$ cat src/rtl/sat_pkg.sv
// Package for the segment address translator: widths, codes and shared types.
// No dependencies; every other file but the assertion macros header imports it.
package sat_pkg;

  localparam int WORD_W           = 32;
  localparam int CMD_W            = 2;
  localparam int ENTRY_IDX_W      = 4;
  localparam int CFG_IDX_W        = 2;
  localparam int NUM_SECTIONS_DEF = 16;

  // Request commands.
  localparam logic [CMD_W-1:0] CMD_WRITE     = 2'd0;
  localparam logic [CMD_W-1:0] CMD_TRANSLATE = 2'd1;
  localparam logic [CMD_W-1:0] CMD_CLEAR     = 2'd2;

  // Configuration register indexes.
  localparam logic [CFG_IDX_W-1:0] CFG_IMAGE_BASE  = 2'd0;
  localparam logic [CFG_IDX_W-1:0] CFG_HEADER_SIZE = 2'd1;
  localparam logic [CFG_IDX_W-1:0] CFG_FILE_SIZE   = 2'd2;

  // Operations of the shared arithmetic unit.
  typedef logic [1:0] alu_op_t;
  localparam alu_op_t ALU_PREP = 2'd0;
  localparam alu_op_t ALU_HDR  = 2'd1;
  localparam alu_op_t ALU_SCAN = 2'd2;

  // Section entry as held in the table: the start, the 33-bit exclusive end of
  // the covered range and the signed distance from virtual start to raw start.
  typedef struct packed {
    logic [WORD_W-1:0] start;
    logic [WORD_W:0]   end_addr;
    logic [WORD_W+1:0] delta;
  } sec_entry_t;

  typedef struct packed {
    logic              hit;
    logic [WORD_W-1:0] value;
    sec_entry_t        entry;
  } alu_res_t;

  typedef struct packed {
    logic we;
    logic clear;
  } tbl_ctrl_t;

endpackage

$ cat src/rtl/sat_sec_table.sv
// Section table: entry memory with one write and one registered read port,
// plus a valid bit per slot in flip-flops. Depends on sat_pkg.
module sat_sec_table
  import sat_pkg::*;
#(
  parameter int NUM_SECTIONS = NUM_SECTIONS_DEF,
  parameter int IdxW         = (NUM_SECTIONS > 1) ? $clog2(NUM_SECTIONS) : 1
) (
  input  logic            clk,
  input  logic            rst_n,
  input  tbl_ctrl_t       ctrl,
  input  logic [IdxW-1:0] wr_addr,
  input  sec_entry_t      wr_data,
  input  logic [IdxW-1:0] rd_addr,
  output sec_entry_t      rd_data,
  output logic            rd_valid
);

  sec_entry_t              mem [NUM_SECTIONS];
  logic [NUM_SECTIONS-1:0] valid_r;
  logic [NUM_SECTIONS-1:0] valid_nxt;
  sec_entry_t              rd_data_r;
  logic                    rd_valid_r;

  always_comb begin
    valid_nxt = valid_r;
    if (ctrl.clear) begin
      valid_nxt = '0;
    end else if (ctrl.we) begin
      valid_nxt[wr_addr] = 1'b1;
    end
  end

  always_ff @(posedge clk) begin
    if (!rst_n) begin
      valid_r    <= '0;
      rd_valid_r <= 1'b0;
    end else begin
      valid_r    <= valid_nxt;
      rd_valid_r <= valid_r[rd_addr];
    end
  end

  always_ff @(posedge clk) begin
    if (ctrl.we) begin
      mem[wr_addr] <= wr_data;
    end
    rd_data_r <= mem[rd_addr];
  end

  assign rd_data  = rd_data_r;
  assign rd_valid = rd_valid_r;

endmodule

$ cat config.mk
export PLATFORM = sky130hd
export DESIGN_NAME = sat_sec_table
export DESIGN_NICKNAME = d
export VERILOG_FILES = /design/src/rtl/sat_pkg.sv /design/src/rtl/sat_sec_table.sv
export SDC_FILE = /design/constraint.sdc
export NUM_CORES = 1
export LEC_CHECK = 0
export BUFFER_PORTS_ARGS = -buffer_cell sky130_fd_sc_hd__buf_4
export CAP_MARGIN = 20
export CORE_MARGIN = 4
export CORE_UTILIZATION = 50
export CTS_CLUSTER_DIAMETER = 100
export DETAILED_ROUTE_END_ITERATION = 10
export PLACE_DENSITY = 0.65
export SLEW_MARGIN = 20
export SYNTH_ARGS = -nofsm -noshare
export SYNTH_HDL_FRONTEND = slang
export SYNTH_SLANG_ARGS = --single-unit
$ cat constraint.sdc
create_clock -name clk -period 12.8 [get_ports clk]
set_clock_uncertainty 0.15 [all_clocks]
set_input_delay 1.28 -clock clk [delete_from_list [all_inputs] [get_ports clk]]
set_output_delay 1.28 -clock clk [all_outputs]
set_load 0.02 [all_outputs]
* Yosys cells after proc, flatten, opt, wreduce, memory -nomap -nowiden
Memory sizes are Yosys's and may differ from the RTL's. A register that Yosys moved wholly into a read port is not among the register bits.
Cells that the tools add are included.
** Word-level totals
- Memory bits (read-only) :: 0
- Output and inout port bits :: 100
- Word-level logic and storage cells :: 16
- Bits in registers :: 17
- Bits in writable memories :: 1584
- Bits in latches :: 0
- Bits of input ports :: 111
- Memories :: 1
** Memories
- mem :: words 16, bits a word 99, read ports 1, clocked after memory_dff 1, wr ports 1, line sat_sec_table.sv:19 : sec_entry_t mem [NUM_SECTIONS];
** Operators by class
- Add/sub/neg operators :: 0
- Equal/unequal tests :: 0
- Bitwise logic cells :: 2
- Shift-type cells :: 0
- Div/mod/pow operators :: 0
- Reductions and logical operators :: 2
- Magnitude comparators :: 3
- Multiply operators :: 0
- Multiplexer cells :: 6
** Operator list (number)
- $or 16x16->16 :: 1
- $lt 4x5->1 const B :: 2
- $bmux 1 s4 :: 1
- $demux 1 s4 :: 1
- $ge 4x1->1 const B :: 1
- $mux 1 :: 4
- $reduce_or 2->1 :: 1
- $logic_and 1x1->1 :: 1
- $not 1->1 :: 1

* Longest topological paths before layout
- Word-level depth :: 5
- Depth in mapped cells :: 7
- Depth with buffers taken out :: 4

* Worst setup path before layout
Ideal clock, no wire load.
- Path kind :: input to register
- Start :: in wr_addr[2]
- End :: mem mem[0][0] in the netlist's numbering, enable pin
- Data required time :: 11.968 ns
- Buffers on the path :: 0
- Setup time :: 0.682 ns
- Slack :: 3.503 ns
- Stages on the path :: 2
- Data arrival time :: 8.466 ns
- Cells stage by stage :: or3b_1 -> nor3_1
** RTL lines
- start, declared :: line sat_sec_table.sv:12 : input logic [IdxW-1:0] wr_addr,
- end, declared :: line sat_sec_table.sv:19
No word-level cell before the write port.

==> impl_metrics.csv <==
group,metric,value,unit
sta,fmax,0.238,GHz
floorplanning,die_w,360,microns
worst_setup_path,criticalPathCategory,"in -> reg",
synthesis,yosysTopAreaCell,"edfxtp_1",
worst_setup_path,critPathMaxFanout,103,
routing,dr.pass1.iters,5,
routing,first_iter_violations,3380,
clocking,hold_buffers,0,
floorplanning,io_pins,211,
routing,dr.max_layer_used,"met5",
final_layout,fin_nets,2994,
power,power.share.clock,41.1,%
sta,slew_headroom,25.7,%
synthesis,syn_area,61800,sq um
synthesis,yosys_most_used_dff,"edfxtp_1",
job,maxCapViolations,0,
power,intPower,9.25,mW
floorplanning,row_count,128,
worst_setup_path,cp.arrival,4.67,ns
place,numPortBuffers,210,
synthesis,syn_area_per_cell,23.9,sq um
place,post-place-ws,7.77,ns
final_layout,nFillCells,8513,
floorplanning,initial_core_util,50.6,%
floorplanning,dieArea,129000,sq um
sta,finalSetupViolations,0,
clocking,clock_sink_count,1700,
routing,vias_per_cell,6.11,
final_layout,drive_above_1_share,30.8,%
clocking,cts_resized,0,
sta,tightest_slew,1.11,ns
clocking,cts_tree,"done",
power,power_frac_seq,53.8,%
clocking,cts_setup_buffers,0,
routing,post_drt_wl_per_cell,30.1,microns
synthesis,synth_top_cells_by_count,"edfxtp_1, mux4_2, a22oi_1, dfxtp_1, nand2_1",
worst_setup_path,critPathCaptureType,"register",
floorplanning,die_y,360,microns
clocking,cts_inserted_buffers,166,
synthesis,syn_nets,2700,
power,swShare,20.6,%
synthesis,synth.area.top_cells,"edfxtp_1, mux4_2, dfxtp_1",
routing,routed_wl,140,mm
sta,period_share,32.9,%
floorplanning,coreArea,122000,sq um
sta,slew_violations,0,
routing,drcViolationCount,0,
global_routing,grt_max_degree,104,
clocking,clkTransAtPathRegs,0.06,ns
synthesis,yosysWarningCount,0,
sta,tns,0,ns
routing,wl_met2,65.9,mm
synthesis,synth_seq_cells,1700,
routing,vias,28451,
power,ir_drop,0.000147,V
global_routing,grt-ovfl-total,0,
global_routing,grt_usage,21.7,%
final_layout,multiInputGateArea,11300,sq um
synthesis,synth_top_area_share,77.0,%
hold_path,hold_path_class,"reg -> reg",
clocking,insertion_delay,0.76,ns
sta,rsz0062_at_grt,"false",
clocking,htree_levels,4,
power,comb_power_share,5.0,%
synthesis,synth.most_common_cell,"edfxtp_1",
synthesis,synth-edff-count,1584,
synthesis,async_flop_share,0,%
power,p_switching,2.39,mW
final_layout,seq_area,49900,sq um
global_routing,grt_pass1_wl,205,mm
power,leakage,22.7,nW
clocking,root_buffer,"clkbuf_16",
sta,fin_ws,8.59,ns
sta,finalCriticalPeriod,4.21,ns
global_routing,antenna_found_initial,17,
power,powerDensity,164,nW/um^2
clocking,clockBufferDepth,3,
routing,ant_nets,0,
worst_setup_path,worstPathRequired,13.26,ns
final_layout,area_growth,14.6,%
synthesis,synthCells,2589,
worst_setup_path,start_kind,"input pin",
global_routing,grt_pass1_vias,29687,
sta,hold_viol,0,
routing,wl_met3,13.0,mm
status,status,"completed",
routing,wl_met1,58.7,mm
synthesis,ys_seq_area_share,80.7,%
synthesis,synth.distinct_cells,23,
place,gp_congestion,0.712,
place,dp_hpwl,65.6,mm
## sequential cells by signal, summed over array words and instances (netlist names)
signal,cells
mem,1584
rd_data,99
rd_valid,1
valid_r,16
## path summary, 6_finish.rpt
kind / from / endpoint / slack [ns] / cells after the start
worst max-delay path: rd_addr[1] / rd_data[56] / 8.59 / 6
worst min-delay path: valid_r[12] / valid_r[12] / 0.31 / 1
worst max register to register: mem[8][56] / rd_data[56] / 11.32 / 3
worst min register to register: valid_r[12] / valid_r[12] / 0.31 / 1
## worst max-delay path, cell delays in order
cell     delay (ns)
buf_8          0.59
buf_4          0.88
buf_4          0.89
mux4_2         0.42
a22oi_1        0.22
nand2_1        0.14
## kinds of logic after synthesis
kind of cell | count (synthesis) | synth area share [%]
buf+inv | 136 | 1.19
compound gates | 217 | 2.63
simple gates | 134 | 0.885
flops | 1700 | 80.7
mux | 402 | 14.6
## placed cells by master (no fill, tap or decap), types with 16 or more instances in the layout
master | Yosys | layout
clkinv_1 | 0 | 18
clkbuf_1 | 54 | 40
mux4_2 | 398 | 398
a22oi_1 | 198 | 198
o21a_1 | 16 | 16
clkbuf_16 | 0 | 171
edfxtp_1 | 1584 | 1584
clkbuf_8 | 0 | 23
dfxtp_1 | 116 | 116
clkinv_2 | 0 | 28
buf_4 | 1 | 248
nand2_1 | 103 | 103
## power groups by stage
stage	clock network (mW)	logic, mW	registers [mW]
after floorplan	0	0.297	6.42
after global placement	0	0.580	6.38
after detailed placement	0	0.596	6.39
after CTS	4.88	0.597	6.27
after global routing	5.14	0.633	6.28
final	4.79	0.587	6.27
## final cells by class
type                       count  area share [%]
sequential                  1700            70.4
multi-input combinational    753            16.0
clock buffer                 236            6.71
timing repair buffer         262            3.02
tap                         1625            2.87
clock inverter                72           0.956
antenna                       10          0.0353
## routing by layer
layer  vias to the layer above  track usage [%]
li1                      11681                -
met1                     15317             32.2
met2                      1257             33.3
met3                       184             5.48
met4                        12             4.86
met5                         -                0
## through the flow
step,hold WS (ns),power (mW),std cells,cell area [sq um],utilization [%]
global route,0.329,12.0,4649,70800,57.9
CTS,0.314,11.7,4647,70800,57.9
floorplan,0.285,6.71,2589,61800,-
finish,0.315,11.6,4658,70800,58.0
detailed placement,0.300,6.98,4339,65300,53.5
global placement,0.292,6.96,4337,65300,53.4
(Power assumes the default switching activity.)
