$ cat src/rtl/sat_pkg.sv
// Package for the segment address translator: widths, codes and shared types.
// No dependencies; every other file but the assertion macros header imports it.
package sat_pkg;

  localparam int WORD_W           = 32;
  localparam int CMD_W            = 2;
  localparam int ENTRY_IDX_W      = 4;
  localparam int CFG_IDX_W        = 2;
  localparam int NUM_SECTIONS_DEF = 16;

  // Request commands.
  localparam logic [CMD_W-1:0] CMD_WRITE     = 2'd0;
  localparam logic [CMD_W-1:0] CMD_TRANSLATE = 2'd1;
  localparam logic [CMD_W-1:0] CMD_CLEAR     = 2'd2;

  // Configuration register indexes.
  localparam logic [CFG_IDX_W-1:0] CFG_IMAGE_BASE  = 2'd0;
  localparam logic [CFG_IDX_W-1:0] CFG_HEADER_SIZE = 2'd1;
  localparam logic [CFG_IDX_W-1:0] CFG_FILE_SIZE   = 2'd2;

  // Operations of the shared arithmetic unit.
  typedef logic [1:0] alu_op_t;
  localparam alu_op_t ALU_PREP = 2'd0;
  localparam alu_op_t ALU_HDR  = 2'd1;
  localparam alu_op_t ALU_SCAN = 2'd2;

  // Section entry as held in the table: the start, the 33-bit exclusive end of
  // the covered range and the signed distance from virtual start to raw start.
  typedef struct packed {
    logic [WORD_W-1:0] start;
    logic [WORD_W:0]   end_addr;
    logic [WORD_W+1:0] delta;
  } sec_entry_t;

  typedef struct packed {
    logic              hit;
    logic [WORD_W-1:0] value;
    sec_entry_t        entry;
  } alu_res_t;

  typedef struct packed {
    logic we;
    logic clear;
  } tbl_ctrl_t;

endpackage

$ cat src/rtl/sat_alu.sv
// Shared arithmetic unit: prepares a section entry for storage, checks the
// header window and tests one section entry. Depends on sat_pkg.
module sat_alu
  import sat_pkg::*;
(
  input  alu_op_t           op,
  input  logic [WORD_W-1:0] addr,
  input  logic [WORD_W-1:0] image_base,
  input  logic [WORD_W-1:0] header_size,
  input  logic [WORD_W-1:0] file_size,
  input  sec_entry_t        entry,
  input  logic [WORD_W-1:0] virt_start,
  input  logic [WORD_W-1:0] virt_size,
  input  logic [WORD_W-1:0] raw_start,
  input  logic [WORD_W-1:0] raw_size,
  output alu_res_t          res
);

  logic [WORD_W-1:0] span;
  logic [WORD_W-1:0] rel;
  logic [WORD_W+1:0] pos;

  assign span = (virt_size > raw_size) ? virt_size : raw_size;
  assign rel  = addr - image_base;
  // The delta is kept in two's complement, so the sum is exact whenever the
  // address lies inside the section.
  assign pos  = {2'b00, addr} + entry.delta;

  always_comb begin
    res = '0;
    unique case (op)
      ALU_PREP: begin
        res.entry.start    = virt_start;
        res.entry.end_addr = {1'b0, virt_start} + {1'b0, span};
        res.entry.delta    = {2'b00, raw_start} - {2'b00, virt_start};
      end
      ALU_HDR: begin
        res.hit   = (addr >= image_base) && (rel < header_size) && (rel < file_size);
        res.value = rel;
      end
      ALU_SCAN: begin
        res.hit   = (addr >= entry.start) && ({1'b0, addr} < entry.end_addr) &&
                    (pos < {2'b00, file_size});
        res.value = pos[WORD_W-1:0];
      end
      default: begin
        res = '0;
      end
    endcase
  end

endmodule

$ cat config.mk
export PLATFORM = sky130hd
export DESIGN_NAME = sat_alu
export DESIGN_NICKNAME = d
export VERILOG_FILES = /design/src/rtl/sat_pkg.sv /design/src/rtl/sat_alu.sv
export SDC_FILE = /design/constraint.sdc
export NUM_CORES = 1
export LEC_CHECK = 0
export ABC_AREA = 1
export BUFFER_PORTS_ARGS = -buffer_cell sky130_fd_sc_hd__buf_2
export CAP_MARGIN = 20
export CORE_AREA = 2 2 190 192
export DETAILED_ROUTE_END_ITERATION = 8
export DIE_AREA = 0 0 192 194
export PLACE_DENSITY = 0.64
export SLEW_MARGIN = 0
export SYNTH_ARGS = -nofsm -noshare
export SYNTH_HDL_FRONTEND = slang
export SYNTH_SLANG_ARGS = --single-unit
$ cat constraint.sdc
create_clock -name vclk -period 8.3
set_input_delay 2.075 -clock vclk [all_inputs]
set_output_delay 2.075 -clock vclk [all_outputs]
set_load 0.03 [all_outputs]
# Word-level counts from Yosys, hierarchy flattened
# Index checks and enable logic that the tools add are counted.
[totals] register_bits=0 wordCells=21 out_inout_bits=132 in_bits=357
[op_classes] n_reduce_logical=5 addsub=4 n_mux=3 eq_ne=2 magnitude_cmp=7
[ops] op="$mux W99" n=1
[ops] op="$pmux W33 S2" n=1
[ops] op="$ge A32 B32 Y1" n=2
[ops] op="$lt A32 B32 Y1" n=2
[ops] op="$add A32 B34 Y34" n=1
[ops] op="$lt A34 B32 Y1" n=1
[ops] op="$add A32 B32 Y33" n=1
[ops] op="$lt A32 B33 Y1" n=1
[ops] op="$sub A32 B32 Y33" n=1
[ops] op="$gt A32 B32 Y1" n=1
[ops] op="$mux W32" n=1
[ops] op="$sub A32 B32 Y32" n=1
[ops] op="$logic_and A1 B1 Y1" n=4
[ops] op="$eq A2 B1 Y1 const B" n=1
[ops] op="$eq A2 B2 Y1 const B" n=1
[ops] op="$logic_not A2 Y1" n=1

# Longest topological paths before layout
# Gate-level depths: netlist (run 1).
[logic_depth] ltp_word=5 ltp_mapped=29 mapped_depth_nobuf=28

# Worst setup path after synthesis (run 1)
# Ideal clock, no wire load.
[synth_path] kind="input to output" from="input raw_size[31]" to="output res[60] (netlist name)" path_slack_ps=720 path_stages=26 arrival_time_ps=5505 path_buffers=1 t_required_ps=6225 cell_sequence="inv_1 -> ha_1 -> nand4_1 -> or3_4 -> nor4_4 -> nand2_1 -> nand2_1 -> nand2_4 -> buf_6 -> nand2_1 -> o21ai_1 -> ha_1 -> fa_1 -> nand2_1 -> nand3_1 -> o21ai_1 -> o21ai_2 -> nand2_1 -> nand2_1 -> a21boi_1 -> o21ai_1 -> nand2_1 -> nand2_1 -> nand2_1 -> nand2_1 -> nor2_1"
[synth_rtl] element="start, declared" line="sat_alu.sv:15" text="input logic [WORD_W-1:0] raw_size,"
[synth_rtl] element="end, declared" line="sat_alu.sv:16" text="output alu_res_t res"

==> results of run 1 <==
critical path, delay by kind of cell:
| kind | cells | cell delay [ns] |
|---|---|---|
| buf+inv | 5 | 0.64 |
| fa+ha+maj | 2 | 0.63 |
| compound gates | 6 | 1.05 |
| simple gates | 8 | 1.61 |
logic make-up after synthesis:
family	after synthesis	share of synthesized area [%]
compound gates	561	22.5
xor+xnor	61	4.07
fa+ha+maj	323	29.4
buf+inv	486	13.7
simple gates	991	30.4
worst min path at each step:
| stage | startpoint | end | cells past startpoint | slack, ns |
|---|---|---|---|---|
| 4_1_cts | virt_start[31] | res[98] | 4 | 4.53 |
| 6_report | virt_start[31] | res[98] | 4 | 4.53 |
| 3_5_place_dp | virt_start[31] | res[98] | 4 | 4.53 |
| 5_1_grt | virt_start[28] | res[95] | 4 | 4.54 |
| 3_3_place_gp | virt_start[31] | res[98] | 4 | 4.52 |
| 2_1_floorplan | virt_start[4] | res[71] | 2 | 4.31 |
cell usage after synthesis (19+ instances only):
cell type | count | share of area, %
a21o_1 | 23 | 1.2
a21oi_1 | 316 | 11
a31oi_1 | 19 | 0.86
ha_1 | 319 | 29
inv_1 | 456 | 12
nand2_1 | 537 | 15
nand3_1 | 84 | 3.0
nand4_1 | 36 | 1.6
nor2_1 | 236 | 6.4
nor3_1 | 33 | 1.2
o21ai_0 | 124 | 4.5
xor2_1 | 41 | 2.6
routing by layer:
| layer | vias to the layer above | GRT usage (%) | share of wire [%] | wire length (um) |
|---|---|---|---|---|
| met5 | - | 0 | 0.13 | 80 |
| met4 | 12 | 12.9 | 4.4 | 2650 |
| met3 | 135 | 4.34 | 6.1 | 3730 |
| met2 | 619 | 58.2 | 50 | 30500 |
| met1 | 8056 | 35.0 | 39 | 24000 |
| li1 | 9011 | - | - | - |
timing repair:
item	4_1_cts	5_1_grt
hold buffers	0	0
buffers inserted	0	3
setup endpoints to repair	0	9
gates resized for setup	0	22
power breakdown:
| group | internal, mW | total [mW] | switching (mW) |
|---|---|---|---|
| clock | 0.000000469 | 0.000000469 | 0 |
| combinational | 0.538 | 1.53 | 0.996 |
| sequential | 0 | 0 | 0 |
through the flow:
step	hold WS [ns]	cell area, um^2	cells	setup WS (ns)	power (mW)
after floorplan	4.31	13900	2422	0.720	1.02
after global placement	4.52	16800	3354	0.260	1.47
after detailed placement	4.53	16800	3354	0.263	1.49
after CTS	4.53	16800	3354	0.241	1.50
after global routing	4.54	17000	3379	-0.0362	1.71
final	4.53	17000	3390	0.201	1.53
layout make-up:
class | instances | area, um^2
Fill cell | 3865 | 18200
Multi-Input combinational cell | 1938 | 12000
Timing Repair Buffer | 504 | 2620
Inverter | 458 | 1720
Antenna cell | 29 | 72.6
Tap cell | 461 | 577
==> impl_metrics.csv, run 1 <==
group,metric,value,unit
outcome,status,"completed",
routing,routedWlPerCell,18.0,um
sta,rsz0062_at_grt,"true",
worst_hold_path,hold_class,"in -> out",
logic_synthesis,syn_area_per_cell,5.72,um^2
pwr,leakage,10.2,nW
logic_synthesis,ys_types,55,
routing,drcViolationCount,0,
flow_run,max_cap_violations,0,
floorplanning,core_area,35200,um^2
worst_setup_path,cp-start-kind,"input pin",
logic_synthesis,yosys_warnings,0,
worst_setup_path,critical_path_required,6.23,ns
final_layout,register_area,0,um^2
worst_setup_path,endpoint,"res[63]",
grt,track_usage,31.2,%
floorplanning,rows,69,
worst_setup_path,cp_slowest_cell,"or3_4",
pwr,peakVddDrop,52.7,uV
sta,slew_headroom,39.4,%
logic_synthesis,syn_inst,2422,
grt,grt-ovfl-total,0,
final_layout,clockBufferCount,0,
worst_setup_path,crit_path_start,"raw_size[31]",
grt,grt_pass1_vias,18000,
sta,min_period,8.10,ns
place,gp_congestion,0.975,
place,io_buffers,489,
worst_setup_path,crit_chain,"buf_2, inv_1, ha_1, nand4_1, or3_4, nor4_4, nand3_2, nand2_4, buf_12, nor2_1, a21oi_1, ha_1, a21o_1, a31oi_1, o21ai_0, inv_1, nor2_1, a211oi_1, a21oi_1, nor2_1, buf_2",
sta,final.period_utilization,97.6,%
worst_setup_path,path_common_cell,"nor2_1",
floorplanning,die_h,194,um
floorplanning,initial_core_util,39.4,%
routing,dr.pass1.iters,6,
sta,hold_viol_final,0,
routing,dr.first_iter.drc_count,987,
floorplanning,die_w,192,um
sta,setup_violations,0,
worst_setup_path,path_class,"in -> out",
routing,detail-route-antenna-nets,0,
grt,antenna_found_initial,31,
worst_setup_path,endpoint_kind,"primary output",
logic_synthesis,synth_area,13900,um^2
sta,tightest_slew,0.909,ns
worst_setup_path,crit_arrival,6.02,ns
place,dp_hpwl,54900,um
floorplanning,dieArea,37200,um^2
pwr,powerDensity,90.1,nW/um^2
routing,vias_per_cell,5.26,
logic_synthesis,ys_seq_area_share,0,%
grt,grt_pass1_wl,91900,um
final_layout,layout-drive-gt1-share,19.7,%
sta,final.setup.tns,0,ns
logic_synthesis,syn-num-nets,3102,
worst_setup_path,critPathMaxFanout,22,
floorplanning,ios,489,
sta,fmax,0.123,GHz
final_layout,final_common_cell,"nand2_1",
final_layout,final_util,48.3,%
final_layout,seq_cell_count,0,
final_layout,most-common-layout-cells,"nand2_1, buf_2, inv_1",
final_layout,fin_nets,3582,
routing,via_count,17800,
worst_setup_path,max_stage_delay,0.37,ns
grt,grt_max_degree,45,
routing,drt-total-wl,61000,um
final_layout,area_growth,22.8,%
sta,slew_viol_final,0,
(Power assumes the default switching activity.)
==> inputs of run 2 (changes only) <==
--- a/config.mk
+++ b/config.mk
@@ -6,7 +6,7 @@
 export NUM_CORES = 1
 export LEC_CHECK = 0
 export ABC_AREA = 1
-export BUFFER_PORTS_ARGS = -buffer_cell sky130_fd_sc_hd__buf_2
+export BUFFER_PORTS_ARGS = -buffer_cell sky130_fd_sc_hd__buf_4
 export CAP_MARGIN = 20
 export CORE_AREA = 2 2 190 192
 export DETAILED_ROUTE_END_ITERATION = 8
==> constraint.sdc (replaced) <==
create_clock -name vclk -period 8.3
set_input_delay 2.075 -clock vclk [all_inputs]
set_output_delay 2.075 -clock vclk [all_outputs]
set_load 0.1 [all_outputs]
==> run 2 against run 1 <==
  * Die area stayed put
  * Fmax fell by 0.49%
  * Critical path depth up 4
  * Core utilization is 3.3 points higher
  * First-iteration DRC count decreased by 11%
  * Non-clock buffer count stayed put
  * Design area up 6.9%
  * Cell count decreased by 0.65%
  * Highest routed layer unchanged
  * Combinational power grew 25%
  * Global-route usage is 2.2 points higher
  * Wire length grew 7.2%
  * Power grew 24%
==> impl_metrics.csv, run 2 (synthesized netlist as in run 1, its figures left out) <==
group,metric,value,unit
grt,grt_max_degree,55,
pwr,leakage,10.5,nW
place,dp_hpwl,58500,um
routing,dr.pass1.iters,5,
sta,setup_violations,0,
final_layout,seq_cell_count,0,
sta,tightest_slew,0.867,ns
worst_setup_path,endpoint_kind,"primary output",
worst_setup_path,cp-start-kind,"input pin",
place,io_buffers,489,
worst_setup_path,path_class,"in -> out",
sta,hold_viol_final,0,
sta,slew_viol_final,0,
final_layout,fin_cells,3368,
place,place_area,18100,um^2
routing,routedWlPerCell,19.4,um
floorplanning,die_h,194,um
sta,worst_slack,0.161,ns
pwr,power,1.91,mW
place,pre_cts_ws,-0.199,ns
floorplanning,dieArea,37200,um^2
sta,final.setup.tns,0,ns
grt,grt_pass1_wl,96900,um
pwr,seq_power_share,0,%
grt,track_usage,33.4,%
floorplanning,core_area,35200,um^2
routing,via_count,17900,
place,gp_congestion,0.994,
final_layout,final_util,51.7,%
sta,worst_hold_slack,4.58,ns
final_layout,register_area,0,um^2
flow_run,max_cap_violations,0,
sta,fmax,0.123,GHz
worst_hold_path,hold_class,"in -> out",
pwr,intPower,0.612,mW
final_layout,clockBufferCount,0,
pwr,swShare,67.9,%
final_layout,final_common_cell,"nand2_1",
routing,drcViolationCount,0,
final_layout,fin_nets,3580,
place,dp_cells,3358,
routing,drt-total-wl,65300,um
final_layout,layout-drive-gt1-share,19.6,%
sta,slew_headroom,41.8,%
pwr,comb_power_share,100.0,%
outcome,status,"completed",
grt,antenna_found_initial,12,
pwr,powerDensity,105,nW/um^2
worst_setup_path,crit_arrival,6.06,ns
final_layout,most-common-layout-cells,"nand2_1, buf_4, inv_1",
routing,vias_per_cell,5.31,
floorplanning,rows,69,
floorplanning,die_w,192,um
worst_setup_path,critical_path_required,6.23,ns
pwr,netSwitchingPower,1.29,mW
routing,dr.first_iter.drc_count,879,
floorplanning,ios,489,
sta,min_period,8.14,ns
floorplanning,initial_core_util,39.4,%
routing,detail-route-antenna-nets,0,
final_layout,postLayoutCellArea,18200,um^2
worst_setup_path,critPathMaxFanout,24,
pwr,p_clk_share,0,%
grt,grt-ovfl-total,0,
sta,final.period_utilization,98.1,%
final_layout,area_growth,31.3,%
grt,grt_pass1_vias,18100,
pwr,peakVddDrop,85.4,uV
## run 2: layer usage
layer | track usage (%) | vias to the layer above | part of all wire [%]
met3 | 4.87 | 119 | 6.0
met4 | 10.8 | 6 | 3.7
met1 | 35.8 | 8181 | 38
met2 | 65.8 | 597 | 52
met5 | 0 | - | 0.057
li1 | - | 8977 | -
## run 2: repair_timing
action / CTS / global route
hold buffers: 0 / 0
setup endpoints to repair: 12 / 18
hold endpoints to repair: 0 / 0
setup buffers: 0 / 1
pin swaps: 0 / 1
resized for setup: 3 / 18
## run 2: cell type report
type	count	area (um^2)
fill	3763	17000
inverter	458	1720
timing repair buffer	504	3830
antenna	9	22.5
multi-input combinational	1936	12100
tap	461	577
## run 2: final timing paths
| path | from | end | cells past startpoint |
|---|---|---|---|
| worst min-delay path | virt_start[31] | res[98] | 4 |
| worst max-delay path | virt_size[1] | res[61] | 25 |
## run 2: critical path, stage by stage
cell       delay (ns)
buf_4            0.12
ha_1             0.31
a21oi_1          0.16
o21a_1           0.13
nor2_1           0.05
o21ai_0          0.20
o2111ai_1        0.23
nand2_1          0.14
nand2_2          0.09
nand2_8          0.16
buf_4            0.28
a21oi_1          0.12
ha_1             0.41
nand2_1          0.11
nor2_1           0.11
inv_1            0.05
nor2_1           0.23
inv_1            0.07
nor2_1           0.10
nor2_1           0.05
nand2_1          0.17
a21oi_1          0.12
xor2_1           0.15
nor2_1           0.10
buf_4            0.33
## run 2: power groups by stage
| stage | Clock, mW | Combinational [mW] | Sequential, mW |
|---|---|---|---|
| after floorplan | 0 | 1.30 | 0 |
| after global placement | 0 | 1.85 | 0 |
| after detailed placement | 0 | 1.87 | 0 |
| after CTS | 0 | 1.88 | 0 |
| after global routing | 0.000000113 | 2.07 | 0 |
| final | 0.000000146 | 1.91 | 0 |
